[src/hdl/jqc_pkg.sv]
`default_nettype none
package jqc_pkg;

	localparam int QUEUE_SLOTS = 16;
	localparam int PTR_W = $clog2(QUEUE_SLOTS);
	localparam int TAG_W = 32;
	localparam int PAGES_W = 16;
	localparam int ENTRY_W = TAG_W + PAGES_W;
	localparam int KIND_W = 2;
	localparam int STATUS_W = 3;
	localparam int PDATA_W = 32;
	localparam int PADDR_W = 3;
	localparam logic [PAGES_W-1:0] MAX_PAGES_RESET = PAGES_W'(50);
	localparam logic [PADDR_W-3:0] REG_MAX_PAGES = '0;

	typedef enum logic [KIND_W-1:0] {
		KIND_ENQ    = 2'd0,
		KIND_DEQ    = 2'd1,
		KIND_CANCEL = 2'd2,
		KIND_CLEAR  = 2'd3
	} kind_t;

	typedef enum logic [STATUS_W-1:0] {
		STS_OK       = 3'd0,
		STS_FULL     = 3'd1,
		STS_PAGES    = 3'd2,
		STS_EMPTY    = 3'd3,
		STS_NOTFOUND = 3'd4
	} status_t;

	typedef enum logic [2:0] {
		ST_IDLE,
		ST_EXEC,
		ST_DEQ_CAP,
		ST_SRCH_RD,
		ST_SRCH_CMP,
		ST_SHIFT_RD,
		ST_SHIFT_WR,
		ST_DONE
	} state_t;

	typedef struct packed {
		status_t             status;
		logic [TAG_W-1:0]    out_tag;
		logic [PAGES_W-1:0]  out_pages;
	} result_t;

	function automatic logic [PTR_W-1:0] next_ptr(input logic [PTR_W-1:0] p);
		return (p == PTR_W'(QUEUE_SLOTS - 1)) ? '0 : p + PTR_W'(1);
	endfunction

	function automatic logic [PTR_W-1:0] prev_ptr(input logic [PTR_W-1:0] p);
		return (p == '0) ? PTR_W'(QUEUE_SLOTS - 1) : p - PTR_W'(1);
	endfunction

endpackage
`default_nettype wire

[src/hdl/job_queue_with_cancel.sv]
// Circular job queue of QUEUE_SLOTS-1 usable entries (tag, page count) held in one
// single-port-read RAM, run by a small sequencer that handles one beat at a time.
// Enqueue, clear and cancel on an empty queue finish in the execute state; dequeue
// adds a capture state for the RAM read data; other cancels compare entries from
// the oldest and, on a hit, move each later entry forward; the one RAM read port
// is used once per compare or move. A new beat is taken once the previous result
// sits in the output register. No clearing pass after reset; clear only resets the
// pointers.
`default_nettype none
module job_queue_with_cancel
	import jqc_pkg::*;
(
	input  wire logic                 clk,
	input  wire logic                 arst_n,
	input  wire logic                 s_tvalid,
	output logic                      s_tready,
	input  wire logic [ENTRY_W-1:0]   s_tdata,   // job_tag, page_count
	input  wire logic [KIND_W-1:0]    s_tuser,   // kind
	output logic                      m_tvalid,
	input  wire logic                 m_tready,
	output logic      [ENTRY_W-1:0]   m_tdata,   // out_tag, out_pages
	output logic      [STATUS_W-1:0]  m_tuser,   // status
	input  wire logic                 psel,
	input  wire logic                 penable,
	input  wire logic                 pwrite,
	input  wire logic [PADDR_W-1:0]   paddr,
	input  wire logic [PDATA_W-1:0]   pwdata,
	output logic      [PDATA_W-1:0]   prdata,
	output logic                      pready
);

	logic [PAGES_W-1:0] max_pages_q;
	logic               reg_sel;
	logic               m_valid_q;
	result_t            m_res_q;
	logic               out_free;
	logic               res_valid;
	result_t            res;

	assign pready  = 1'b1;
	assign reg_sel = (paddr[PADDR_W-1:2] == REG_MAX_PAGES);
	assign prdata  = reg_sel ? PDATA_W'(max_pages_q) : '0;

	always_ff @(posedge clk or negedge arst_n) begin
		if (!arst_n) begin
			max_pages_q <= MAX_PAGES_RESET;
		end else if (psel && penable && pwrite && pready && reg_sel) begin
			max_pages_q <= pwdata[PAGES_W-1:0];
		end
	end

	assign out_free = !m_valid_q || m_tready;

	jqc_seq u_seq (
		.clk      (clk),
		.arst_n   (arst_n),
		.in_valid (s_tvalid),
		.in_ready (s_tready),
		.in_kind  (kind_t'(s_tuser)),
		.in_tag   (s_tdata[TAG_W-1:0]),
		.in_pages (s_tdata[ENTRY_W-1:TAG_W]),
		.max_pages(max_pages_q),
		.out_free (out_free),
		.res_valid(res_valid),
		.res      (res)
	);

	always_ff @(posedge clk or negedge arst_n) begin
		if (!arst_n) begin
			m_valid_q <= 1'b0;
		end else if (out_free) begin
			m_valid_q <= res_valid;
		end
	end

	always_ff @(posedge clk) begin
		if (res_valid && out_free) begin
			m_res_q <= res;
		end
	end

	assign m_tvalid = m_valid_q;
	assign m_tdata  = {m_res_q.out_pages, m_res_q.out_tag};
	assign m_tuser  = m_res_q.status;

endmodule
`default_nettype wire

[src/hdl/jqc_ram.sv]
`default_nettype none
module jqc_ram #(
	parameter int WIDTH = 8,
	parameter int DEPTH = 16
) (
	input  wire logic                     clk,
	input  wire logic                     wr_en,
	input  wire logic [$clog2(DEPTH)-1:0] wr_addr,
	input  wire logic [WIDTH-1:0]         wr_data,
	input  wire logic [$clog2(DEPTH)-1:0] rd_addr,
	output logic      [WIDTH-1:0]         rd_data
);

	logic [WIDTH-1:0] mem_q [DEPTH];

	always_ff @(posedge clk) begin
		if (wr_en) begin
			mem_q[wr_addr] <= wr_data;
		end
		rd_data <= mem_q[rd_addr];
	end

endmodule
`default_nettype wire

[src/hdl/jqc_seq.sv]
`default_nettype none
module jqc_seq
	import jqc_pkg::*;
(
	input  wire logic               clk,
	input  wire logic               arst_n,
	input  wire logic               in_valid,
	output logic                    in_ready,
	input  wire kind_t              in_kind,
	input  wire logic [TAG_W-1:0]   in_tag,
	input  wire logic [PAGES_W-1:0] in_pages,
	input  wire logic [PAGES_W-1:0] max_pages,
	input  wire logic               out_free,
	output logic                    res_valid,
	output result_t                 res
);

	state_t               state_q, state_d;
	logic [PTR_W-1:0]     rp_q, rp_d, wp_q, wp_d, idx_q, idx_d;
	kind_t                kind_q;
	logic [TAG_W-1:0]     tag_q;
	logic [PAGES_W-1:0]   pages_q;
	result_t              res_q, res_d;
	logic                 wr_en;
	logic [PTR_W-1:0]     wr_addr, rd_addr;
	logic [ENTRY_W-1:0]   wr_data, rd_data;
	logic [PTR_W-1:0]     nxt_idx, wp_prev;
	logic                 empty, tag_hit;

	jqc_ram #(
		.WIDTH(ENTRY_W),
		.DEPTH(QUEUE_SLOTS)
	) u_store (
		.clk    (clk),
		.wr_en  (wr_en),
		.wr_addr(wr_addr),
		.wr_data(wr_data),
		.rd_addr(rd_addr),
		.rd_data(rd_data)
	);

	assign nxt_idx = next_ptr(idx_q);
	assign wp_prev = prev_ptr(wp_q);
	assign empty   = (rp_q == wp_q);
	assign tag_hit = (rd_data[TAG_W-1:0] == tag_q);
	assign res     = res_q;

	always_ff @(posedge clk or negedge arst_n) begin
		if (!arst_n) begin
			state_q <= ST_IDLE;
			rp_q    <= '0;
			wp_q    <= '0;
		end else begin
			state_q <= state_d;
			rp_q    <= rp_d;
			wp_q    <= wp_d;
		end
	end

	always_ff @(posedge clk) begin
		idx_q <= idx_d;
		res_q <= res_d;
		if (in_valid && in_ready) begin
			kind_q  <= in_kind;
			tag_q   <= in_tag;
			pages_q <= in_pages;
		end
	end

	always_comb begin
		state_d   = state_q;
		rp_d      = rp_q;
		wp_d      = wp_q;
		idx_d     = idx_q;
		res_d     = res_q;
		wr_en     = 1'b0;
		wr_addr   = idx_q;
		wr_data   = rd_data;
		rd_addr   = rp_q;
		in_ready  = 1'b0;
		res_valid = 1'b0;
		unique case (state_q)
			ST_IDLE: begin
				in_ready = 1'b1;
				if (in_valid) begin
					state_d = ST_EXEC;
				end
			end
			ST_EXEC: begin
				res_d   = '{status: STS_OK, out_tag: '0, out_pages: '0};
				idx_d   = rp_q;
				state_d = ST_DONE;
				unique case (kind_q)
					KIND_ENQ: begin
						if (next_ptr(wp_q) == rp_q) begin
							res_d.status = STS_FULL;
						end else if (pages_q > max_pages) begin
							res_d.status = STS_PAGES;
						end else begin
							wr_en   = 1'b1;
							wr_addr = wp_q;
							wr_data = {pages_q, tag_q};
							wp_d    = next_ptr(wp_q);
						end
					end
					KIND_DEQ: begin
						if (empty) begin
							res_d.status = STS_EMPTY;
						end else begin
							rp_d    = next_ptr(rp_q);
							state_d = ST_DEQ_CAP;
						end
					end
					KIND_CANCEL: begin
						if (empty) begin
							res_d.status = STS_EMPTY;
						end else begin
							state_d = ST_SRCH_CMP;
						end
					end
					KIND_CLEAR: begin
						rp_d = '0;
						wp_d = '0;
					end
					default: ;
				endcase
			end
			ST_DEQ_CAP: begin
				res_d.out_tag   = rd_data[TAG_W-1:0];
				res_d.out_pages = rd_data[ENTRY_W-1:TAG_W];
				state_d         = ST_DONE;
			end
			ST_SRCH_RD: begin
				rd_addr = idx_q;
				state_d = ST_SRCH_CMP;
			end
			ST_SRCH_CMP: begin
				if (tag_hit) begin
					if (nxt_idx == wp_q) begin
						wp_d    = wp_prev;
						state_d = ST_DONE;
					end else begin
						state_d = ST_SHIFT_RD;
					end
				end else begin
					idx_d = nxt_idx;
					if (nxt_idx == wp_q) begin
						res_d.status = STS_NOTFOUND;
						state_d      = ST_DONE;
					end else begin
						state_d = ST_SRCH_RD;
					end
				end
			end
			ST_SHIFT_RD: begin
				rd_addr = nxt_idx;
				state_d = ST_SHIFT_WR;
			end
			ST_SHIFT_WR: begin
				wr_en = 1'b1;
				idx_d = nxt_idx;
				if (nxt_idx == wp_prev) begin
					wp_d    = wp_prev;
					state_d = ST_DONE;
				end else begin
					state_d = ST_SHIFT_RD;
				end
			end
			ST_DONE: begin
				if (out_free) begin
					res_valid = 1'b1;
					state_d   = ST_IDLE;
				end
			end
			default: ;
		endcase
	end

	a_ptr_range: assert property (@(posedge clk) disable iff (!arst_n)
		rp_q <= PTR_W'(QUEUE_SLOTS - 1) && wp_q <= PTR_W'(QUEUE_SLOTS - 1))
		else $error("queue pointer out of range");

	a_no_write_idle: assert property (@(posedge clk) disable iff (!arst_n)
		wr_en |-> state_q != ST_IDLE && state_q != ST_DONE)
		else $error("store written outside an operation");

	a_rp_only_exec: assert property (@(posedge clk) disable iff (!arst_n)
		state_q != ST_EXEC |=> $stable(rp_q))
		else $error("read pointer moved outside execute");

	a_zero_fields: assert property (@(posedge clk) disable iff (!arst_n)
		res_valid && res.status != STS_OK |-> res.out_tag == '0 && res.out_pages == '0)
		else $error("nonzero payload on failed operation");

endmodule
`default_nettype wire

[config.mk]
export PLATFORM = sky130hd
export DESIGN_NAME = job_queue_with_cancel
export DESIGN_NICKNAME = d
export VERILOG_FILES = /design/src/hdl/jqc_pkg.sv /design/src/hdl/job_queue_with_cancel.sv /design/src/hdl/jqc_ram.sv /design/src/hdl/jqc_seq.sv
export SDC_FILE = /design/constraint.sdc
export NUM_CORES = 1
export LEC_CHECK = 0
export BUFFER_PORTS_ARGS = -buffer_cell sky130_fd_sc_hd__buf_2
export CELL_PAD_IN_SITES_DETAIL_PLACEMENT = 1
export CELL_PAD_IN_SITES_GLOBAL_PLACEMENT = 2
export CORE_MARGIN = 1.5
export CORE_UTILIZATION = 50
export DETAILED_ROUTE_END_ITERATION = 10
export GPL_TIMING_DRIVEN = 0
export HOLD_SLACK_MARGIN = 0.05
export PLACE_DENSITY_LB_ADDON = 0.1
export SLEW_MARGIN = 20
export SYNTH_ARGS = -nofsm -noshare
export SYNTH_HDL_FRONTEND = slang
export SYNTH_SLANG_ARGS = --single-unit
[constraint.sdc]
create_clock -name clk -period 13.9 [get_ports clk]
set_input_delay 0.695 -clock clk [delete_from_list [all_inputs] [get_ports clk]]
set_output_delay 0.695 -clock clk [all_outputs]
set_load 0.1 [all_outputs]
# Word-level counts from Yosys, hierarchy flattened
# Memories as Yosys holds them, arrays and structs flattened. A register that Yosys moved wholly into a read port is not among the register bits.
# Cells that the tools add are included.
[totals] reg_bits=184 latchBits=0 mem_bits_rw=768 rom_bits=0 inputBits=92 output_inout_bits=86 memories=1
[mem_list] name="u_seq.u_store.mem_q" depth=16 word_bits=48 read_ports=1 rd_ports_with_merged_regs=1 write_ports=1 line_no="jqc_ram.sv:14" text="logic [WIDTH-1:0] mem_q [DEPTH];"
[op_classes] add_sub_neg=4 n_mul=0 div=0 n_lt_le_gt_ge=1 n_eq_ne=28 shifts=0 mux=52 bitwise=1 n_reduce_logical=20
[ops] op="$mux W48" n=4
[ops] op="$pmux W48 S2" n=1
[ops] op="$mux W4" n=15
[ops] op="$eq A32 B32 Y1" n=1
[ops] op="$mux W3" n=8
[ops] op="$pmux W3 S8" n=1
[ops] op="$pmux W4 S2" n=3
[ops] op="$pmux W4 S3" n=2
[ops] op="$pmux W3 S2" n=3
[ops] op="$eq A4 B4 Y1" n=4
[ops] op="$gt A16 B16 Y1" n=1
[ops] op="$mux W16" n=1
[ops] op="$add A4 B1 Y4 const B" n=3
[ops] op="$eq A3 B3 Y1 const B" n=4
[ops] op="$eq A4 B4 Y1 const B" n=3
[ops] op="$mux W2" n=5
[ops] op="$ne A3 B3 Y1 const B" n=3
[ops] op="$mux W1" n=8
[ops] op="$ne A2 B2 Y1 const B" n=4
[ops] op="$reduce_and A7 Y1" n=1
[ops] op="$eq A3 B2 Y1 const B" n=2
[ops] op="$ne A2 B1 Y1 const B" n=3
[ops] op="$reduce_and A3 Y1" n=2
[ops] op="$reduce_bool A2 Y1" n=3
[ops] op="other kinds (15)" n=21

# Logic depth before layout (Yosys ltp)
# Gate-level depths: netlist of the first run.
[depth] word_depth=8 mapped_depth=12 ltp_nobuf=9

# Modules after synthesis
# From an unflattened synthesis of the first run, not the netlist that was laid out.
[hier_totals] cells_unflattened=1881 hier_area_um2=38409.3
[modules_own_cells] module="jqc_ram" n_inst=1 cells_each=1242 area_each_um2=29691.0 seq_area_each_um2=24023.0
[modules_own_cells] module="jqc_seq" n_inst=1 cells_each=514 area_each_um2=6239.7 seq_area_each_um2=3428.3
[modules_own_cells] module="job_queue_with_cancel" n_inst=1 cells_each=125 area_each_um2=2478.6 seq_area_each_um2=1960.6

# Worst setup path after synthesis of the first run
# OpenSTA, ideal clock, no wires.
[synth_timing] path_type="reg2reg" from="reg max_pages_q[1]" to="mem u_seq.u_store.mem_q[9][0] (netlist bit), enable pin" setup_time_ns=0.528 arrival_time_ns=6.009 t_required_ns=13.372 path_slack_ns=7.363 stages_incl_launch_ff=11 n_path_buf=2 cell_sequence="dfstp_2 inv_1 ha_1 a21oi_1 o21ai_0 a221o_1 o31a_1 or2_1 buf_2 buf_2 o32ai_1"
[synth_between] elab_chain_cells=7 word_cells_on_any_way=11
[synth_rtl] item="start: declaration" line_no="job_queue_with_cancel.sv:32" text="logic [PAGES_W-1:0] max_pages_q;"
[synth_rtl] item="start signal: assignment" line_no="job_queue_with_cancel.sv:48" text="max_pages_q <= pwdata[PAGES_W-1:0];"
[synth_rtl] item="$gt A16 B16 Y1 *" line_no="jqc_seq.sv:97" text="end else if (pages_q > max_pages) begin"
[synth_rtl] item="$mux W1" line_no="jqc_seq.sv:97"
[synth_rtl] item="$mux W1" line_no="jqc_seq.sv:95" text="if (next_ptr(wp_q) == rp_q) begin"
[synth_rtl] item="$mux W1" line_no="jqc_seq.sv:93" text="unique case (kind_q)"
[synth_rtl] item="$pmux W1 S2" line_no="jqc_seq.sv:82" text="unique case (state_q)"
[synth_rtl] item="$mux W1" line_no="jqc_ram.sv:17" text="if (wr_en) begin"
[synth_rtl] item="$mux W1 (implied by the code)" line_no="jqc_ram.sv:18" text="mem_q[wr_addr] <= wr_data;"
[synth_rtl] item="end: declaration" line_no="jqc_ram.sv:14"
# Every way passes the cells marked *; elsewhere a longest branch is shown, timed or not.

# Final worst setup path of the first run
[layout_timing] from="reg max_pages_q[1]" to="mem u_seq.u_store.mem_q[15][44] (netlist bit), enable pin"
# The elaborated chain is that of the path after synthesis.

==> metrics, run 1 <==
status completed; Switching Fraction 38.2%; starting density of the core 50.4%; clock skew 26.7 ps; Crit path largest cell delay 770 ps; DRC viols 0; Lkg Pwr 17.6 nW; area grow syn2layout 17.0%; Nets 2,824; WL/cell 28.5 um; Gate power share 42.7%; CTS tree yes; port bufs 141; Worst Tran Pin Value 998 ps; power density over the cells 257 mW/mm^2; vias in the first global route 23,900; asr flop ratio synth 2.80%; internal cell power 7.51 mW; data arrival time of the worst path 4860 ps; via/cell ratio 5.81; Worst-Skew Late Latency 670 ps; global route overflow 0; pin count of the biggest net entering global routing 33; syn avg cell area 17.1 sq um; layout cells sized above 1 26.6%; most frequent cells in the layout edfxtp_1 (924), mux2i_1 (290), mux2_2 (209), buf_2 (176), nand2_1 (139); Crit-path slowest cell o31ai_4; clock transition at the registers of the reported paths 60 ps; Die X 288 um; worst-path cell chain inv_1 -> ha_1 -> a21oi_1 -> o21ai_0 -> a221o_1 -> o31a_1 -> or2_1 -> buf_2 -> buf_2 -> o31ai_4 -> buf_6 -> buf_6; post_cts resized 0; Die Span Y 288 um; min cycle time layout 4500 ps; Max-cap violations 0; Sw Pwr 4.64 mW; relative slew slack 33.0%; area leader, netlist edfxtp_1; hpwl dp 74,700 um; Post-synth EDFFs 924; commonest non-fill, non-tap cell in the layout edfxtp_1; crit-path max FO 10; CTS sink count 1,000; sequential cell area fraction in the yosys report 72.7%; final number of setup-violating endpoints 0; first-pass GRT wire length 160,000 um; Final ANT Viol Nets 0; Ys Warns 0; worst hold margin 92.4 ps; kind of critical path reg -> reg; routability cong. 0.827; fmax 222 MHz; VDD IR max 0.141 mV; Die Area 0.0827 sq mm; RSZ-0062 raised after global routing false; top-area cell type share of the netlist area 68.5%; Syn Inst Count 2,369; Final Hold Fails 0; TritonCTS buffer count 104; post-synthesis register bit count 1,000; post-CTS setup buffers 0; prevailing post-synth register cell edfxtp_1; Mapped Area 0.0405 sq mm; top cells by area, synth edfxtp_1 (69%), mux2i_1 (7.2%), mux2_2 (5.8%), dfxtp_1 (2.4%), dfrtp_1 (1.5%); Longest Clk Path Bufs 3; # rows 104; GRT Util Overall 26.8%; Routed WL 110,000 um; H-Tree Level Count 3; Fill cells 7,228; part of the power in the clock network 22.7%; CP Launch Type flop; Iteration-0 DRC Markers 1,847; register share of total power 34.6%; CTS root buf clkbuf_16; initial antenna violation count 1; Yosys cell types 72; Final period util 32.4%; Hold Path Class in -> async; total core area 0.0803 sq mm; detailed-router iteration count before antenna repair 6; num ports 178; final setup TNS 0 ps; DR vias 22,400; critical path endpoint category flop; Post-CTS Hold Buffers 0; worst endpoint required time 14,260 ps; Final Slew Violations 0
## area by class of cell
cell class,count,area [sq um],area share (%)
diodes,1,2.50,0.00529
plain buffers,147,917,1.94
clock buffers,150,2930,6.18
clock inverters,46,478,1.01
inverters,26,97.6,0.206
multi-input cells,1211,10400,21.9
flip-flops and latches,1000,29400,62.1
well taps,1060,1330,2.80
repair buffers,217,1810,3.82
## path summary, 6_finish.rpt
check | from | to | slack, ps | cells past startpoint
worst max-delay path | max_pages_q[1]$_DFFE_PN1P_ | u_seq.u_store.mem_q[15][44]$_DFFE_PP_ | 9400 | 12
worst min-delay path | arst_n | max_pages_q[11]$_DFFE_PN0P_ | 90 | 1
worst max register to register | max_pages_q[1]$_DFFE_PN1P_ | u_seq.u_store.mem_q[15][44]$_DFFE_PP_ | 9400 | 12
worst min register to register | u_seq.res[44]$_SDFFCE_PN0P_ | m_tdata[28]$_DFFE_PP_ | 400 | 0
max in group asynchronous | arst_n | u_seq.state_q[2]$_DFFE_PN0P_ | 13270 | 1
min in group clk | s_tdata[30] | u_seq.tag_q[30]$_DFFE_PP_ | 200 | 1
## stage by stage
stage / util (%) / std cells / cell area [sq um] / total power [mW] / worst slack, ps
floorplan: - / 2384 / 40500 / 7.67 / 7360
global placement: 53.0 / 3585 / 42600 / 9.20 / 1940
detailed placement: 54.7 / 3661 / 43900 / 9.42 / 9420
CTS: 59.0 / 3857 / 47300 / 12.2 / 9400
global route: 59.0 / 3857 / 47300 / 12.6 / 9170
finish: 59.0 / 3858 / 47300 / 12.2 / 9400
## cells by family after synthesis
kind of cell,after synthesis,synth area share (%)
adders and majority gates,25,0.773
xor gates and xnor gates,46,1.03
other,2,0.0186
muxes,549,14.7
DFF,1000,72.7
AOI/OAI and AO/OA,280,4.91
buffers and inverters,173,2.51
and+or+nand+nor,294,3.45
## synthesized netlist by cell type (8+ instances only)
cell	count
mux2i_1	290
o22ai_1	54
mux2_2	209
nor3_1	8
mux2_4	30
buf_6	11
xor2_1	38
buf_4	49
o32ai_1	8
buf_2	35
inv_1	26
nand2b_1	13
a221o_1	50
nor4_1	9
o21ai_0	101
nand3_1	9
dfrtp_1	25
nand2_1	139
a21o_1	8
clkbuf_1	47
and2_1	50
nor2_1	40
a21oi_1	14
edfxtp_1	924
dfxtp_1	48
ha_1	25
mux2_1	20
## sequential cells by signal (all words and copies together) (netlist names)
signal                 count
u_seq.state_q              3
m_tvalid                   1
u_seq.kind_q               2
u_seq.pages_q             16
max_pages_q               16
u_seq.res                 51
m_tuser                    3
u_seq.u_store.mem_q      768
u_seq.idx_q                4
u_seq.u_store.rd_data     48
m_tdata                   48
u_seq.wp_q                 4
u_seq.rp_q                 4
u_seq.tag_q               32
## power groups by stage
stage	sequential, mW	clock, mW	combinational [mW]
detailed placement	4.26	0	5.16
global route	4.23	2.90	5.49
CTS	4.20	2.80	5.20
global placement	4.29	0	4.90
floorplan	4.50	0	3.17
finish	4.20	2.76	5.19
## layer usage
layer | vias up | global-route usage (%) | part of all wire, % | routed length [um]
met1 | 11800 | 36.3 | 43 | 47200
met2 | 661 | 46.1 | 50 | 54900
li1 | 9813 | - | - | -
met5 | - | 0 | 0 | 0
met4 | 0 | 6.84 | 2.2 | 2370
met3 | 157 | 3.03 | 4.9 | 5440
## worst max-delay path: cells and delay by family, from the launching register on
family,cells,cell delay [ps]
buf+inv,5,1110
flops,1,520
simple gates,1,280
compound gates,5,1950
fa+ha+maj,1,310
(Power assumes the default switching activity.)
==> run 2, diff against run 1 <==
CORE_UTILIZATION = 47   (was 50)
clock period = 4.4 ns   (was 13.9 ns; I/O delays follow)
==> metrics, run 2 (same netlist as run 1, synthesis figures left out) <==
status completed; relative slew slack 30.9% (-2.2 points); Die Area 0.0879 sq mm (+6.3%); data arrival time of the worst path 4580 ps (-280 ps); Final ANT Viol Nets 0 (unchanged); Final Hold Fails 0 (unchanged); initial antenna violation count 2 (+1); # rows 107 (+2.9%); H-Tree Level Count 3 (unchanged); Largest register FFs 768 (unchanged); Switching Fraction 38.3% (+0.074 points); Crit-path slowest cell dfstp_2; routability cong. 0.774 (-6.4%); part of the power in the clock network 22.4% (-0.3 points); Routed WL 110,000 um (+0.49%); Place WS -204 ps (-9620 ps); global route overflow 0 (unchanged); Crit path largest cell delay 520 ps (-250 ps); Max-cap violations 0 (unchanged); worst endpoint required time 4780 ps (-9480 ps); DR vias 22,400 (-0.089%); internal cell power 23.6 mW (+210%); fin util 56.6% (-2.3 points); WL/cell 27.4 um (-3.9%); most frequent cells in the layout edfxtp_1 (924), mux2i_1 (290), mux2_2 (209), buf_2 (175), nand2_1 (139); min cycle time layout 4200 ps (-300 ps); clock skew 18.7 ps (-7.93 ps); total core area 0.0853 sq mm (+6.2%); hold path start pwrite; area grow syn2layout 19.3%; power density over the cells 792 mW/mm^2 (+210%); Fill cells 7,865 (+8.8%); num ports 178 (unchanged); FF-to-FF Start max_pages_q[1]$_DFFE_PN1P_; via/cell ratio 5.55 (-4.4%); final setup TNS 0 ps (unchanged); clock transition at the registers of the reported paths 60 ps (about the same); CTS sink count 1,000 (unchanged); crit-path max FO 10 (unchanged); RSZ-0062 raised after global routing false; Longest Clk Path Bufs 3 (unchanged); R2R depth 14 (+2); Die X 296 um (+3.1%); CTS tree yes; critical path endpoint category flop; CTS root buf clkbuf_16; TritonCTS buffer count 106 (+1.9%); detailed-router iteration count before antenna repair 5 (-1); Nets 2,914 (+3.2%); VDD IR max 0.427 mV (+200%); hpwl dp 75,100 um (+0.49%); CP Launch Type flop; kind of critical path reg -> reg; pin count of the biggest net entering global routing 33 (unchanged); Lkg Pwr 18.0 nW (+2.1%); Worst Tran Pin Value 1030 ps (+32.1 ps); Final period util 95.4% (+63 points); final number of setup-violating endpoints 0 (unchanged); Gate power share 43.0% (+0.3 points); Cells on Worst Hold Path 3; Setup WS post-layout 201 ps (-9200 ps); Die Span Y 296 um (+3.1%); Iteration-0 DRC Markers 1,731 (-6.3%); commonest non-fill, non-tap cell in the layout edfxtp_1; port bufs 141 (unchanged); worst-path cell chain inv_1 -> ha_1 -> a21oi_1 -> o21ai_0 -> a221o_1 -> o31a_2 -> or2_1 -> buf_2 -> buf_4 -> o31ai_4 -> buf_6 -> buf_16 -> buf_6 -> buf_8; largest register by flop count u_seq.u_store.mem_q; cell mode on critical path buf_6; fmax 238 MHz (+7.1%); Hold Crit Endpoint max_pages_q[0]$_DFFE_PN0P_; GRT Util Overall 25.5% (-1.3 points); worst hold margin 146 ps (+53.2 ps); layout cells sized above 1 26.3% (-0.35 points); starting density of the core 47.5% (-3.0 points); Final Slew Violations 0 (unchanged); FF-to-FF End u_seq.u_store.mem_q[5][8]$_DFFE_PP_; Final Total Pwr 38.3 mW (+210%); Hold Path Class in -> reg; DRC viols 0 (unchanged); first-pass GRT wire length 160,000 um (+0.11%); register share of total power 34.6% (about the same); Worst-Skew Late Latency 670 ps (about the same); vias in the first global route 23,800 (-0.50%); Sw Pwr 14.6 mW (+220%); setup slack, reg-to-reg 200 ps (-9200 ps)
[run 2: cell count changes in the layout (fill, tap and decap cells not counted), moves of 4 or more]
cell and delta:
clkbuf_1 +7, dlygate4sd3_1 +69, buf_4 +16, clkbuf_8 -7, buf_6 -4, inv_6 +4
[run 2: timing repair]
action	in CTS	in global routing
pin swaps	5	4
hold endpoints to repair	96	0
gates resized for setup	0	3
buffers inserted	5	12
hold buffers	69	0
endpoints found under the setup margin	55	106
[run 2: cell type report]
| type | instances | area, sq um | area share (%) |
|---|---|---|---|
| flip-flops and latches | 1000 | 29400 | 60.9 |
| well taps | 1144 | 1430 | 2.96 |
| clock inverters | 46 | 377 | 0.780 |
| clock buffers | 153 | 2930 | 6.07 |
| plain buffers | 147 | 920 | 1.90 |
| diodes | 1 | 2.50 | 0.00518 |
| repair buffers | 305 | 2740 | 5.67 |
| multi-input cells | 1211 | 10400 | 21.5 |
| inverters | 26 | 97.6 | 0.202 |
[run 2: per-layer routing]
metal / up-vias / global-route usage (%) / wire length [um]
met2: 546 / 42.9 / 54600
met4: 0 / 6.77 / 2700
met5: - / 0 / 0
li1: 10000 / - / -
met3: 149 / 4.66 / 5700
met1: 11700 / 34.1 / 47500
[run 2: per-stage QoR]
step | instances | cell area (sq um)
after global placement | 3669 | 42800
after CTS | 4020 | 48200
final | 4033 | 48300
after floorplan | 2384 | 40700
after detailed placement | 3747 | 44100
after global routing | 4032 | 48300
[run 2: power by group through the flow]
stage          clock, mW  sequential [mW]  combinational (mW)
5_1_grt             9.02             13.4                17.5
3_5_place_dp           0             13.5                16.4
4_1_cts             8.69             13.3                16.6
3_3_place_gp           0             13.5                15.6
6_report            8.56             13.3                16.4
2_1_floorplan          0             14.2                10.1
[run 2: worst max-delay path: cells and delay by family (launching register included)]
kind	cells	cell delay, ps
buffers and inverters	7	1300
AOI/OAI and AO/OA	5	1510
adders and majority gates	1	310
DFF	1	520
and+or+nand+nor	1	250
[run 2: worst max path at each step]
stage,slack (ps),end,start,cells after the start
floorplan,-610,u_seq.u_store.mem_q[12][0]$_DFFE_PP_,max_pages_q[1]$_DFFE_PN1P_,10
global placement,-4010,u_seq.u_store.mem_q[4][7]$_DFFE_PP_,max_pages_q[1]$_DFFE_PN1P_,10
detailed placement,-200,u_seq.u_store.mem_q[9][9]$_DFFE_PP_,max_pages_q[1]$_DFFE_PN1P_,13
CTS,20,u_seq.u_store.mem_q[2][11]$_DFFE_PP_,max_pages_q[1]$_DFFE_PN1P_,12
global route,50,u_seq.u_store.mem_q[13][7]$_DFFE_PP_,max_pages_q[1]$_DFFE_PN1P_,14
finish,200,u_seq.u_store.mem_q[5][8]$_DFFE_PP_,max_pages_q[1]$_DFFE_PN1P_,14
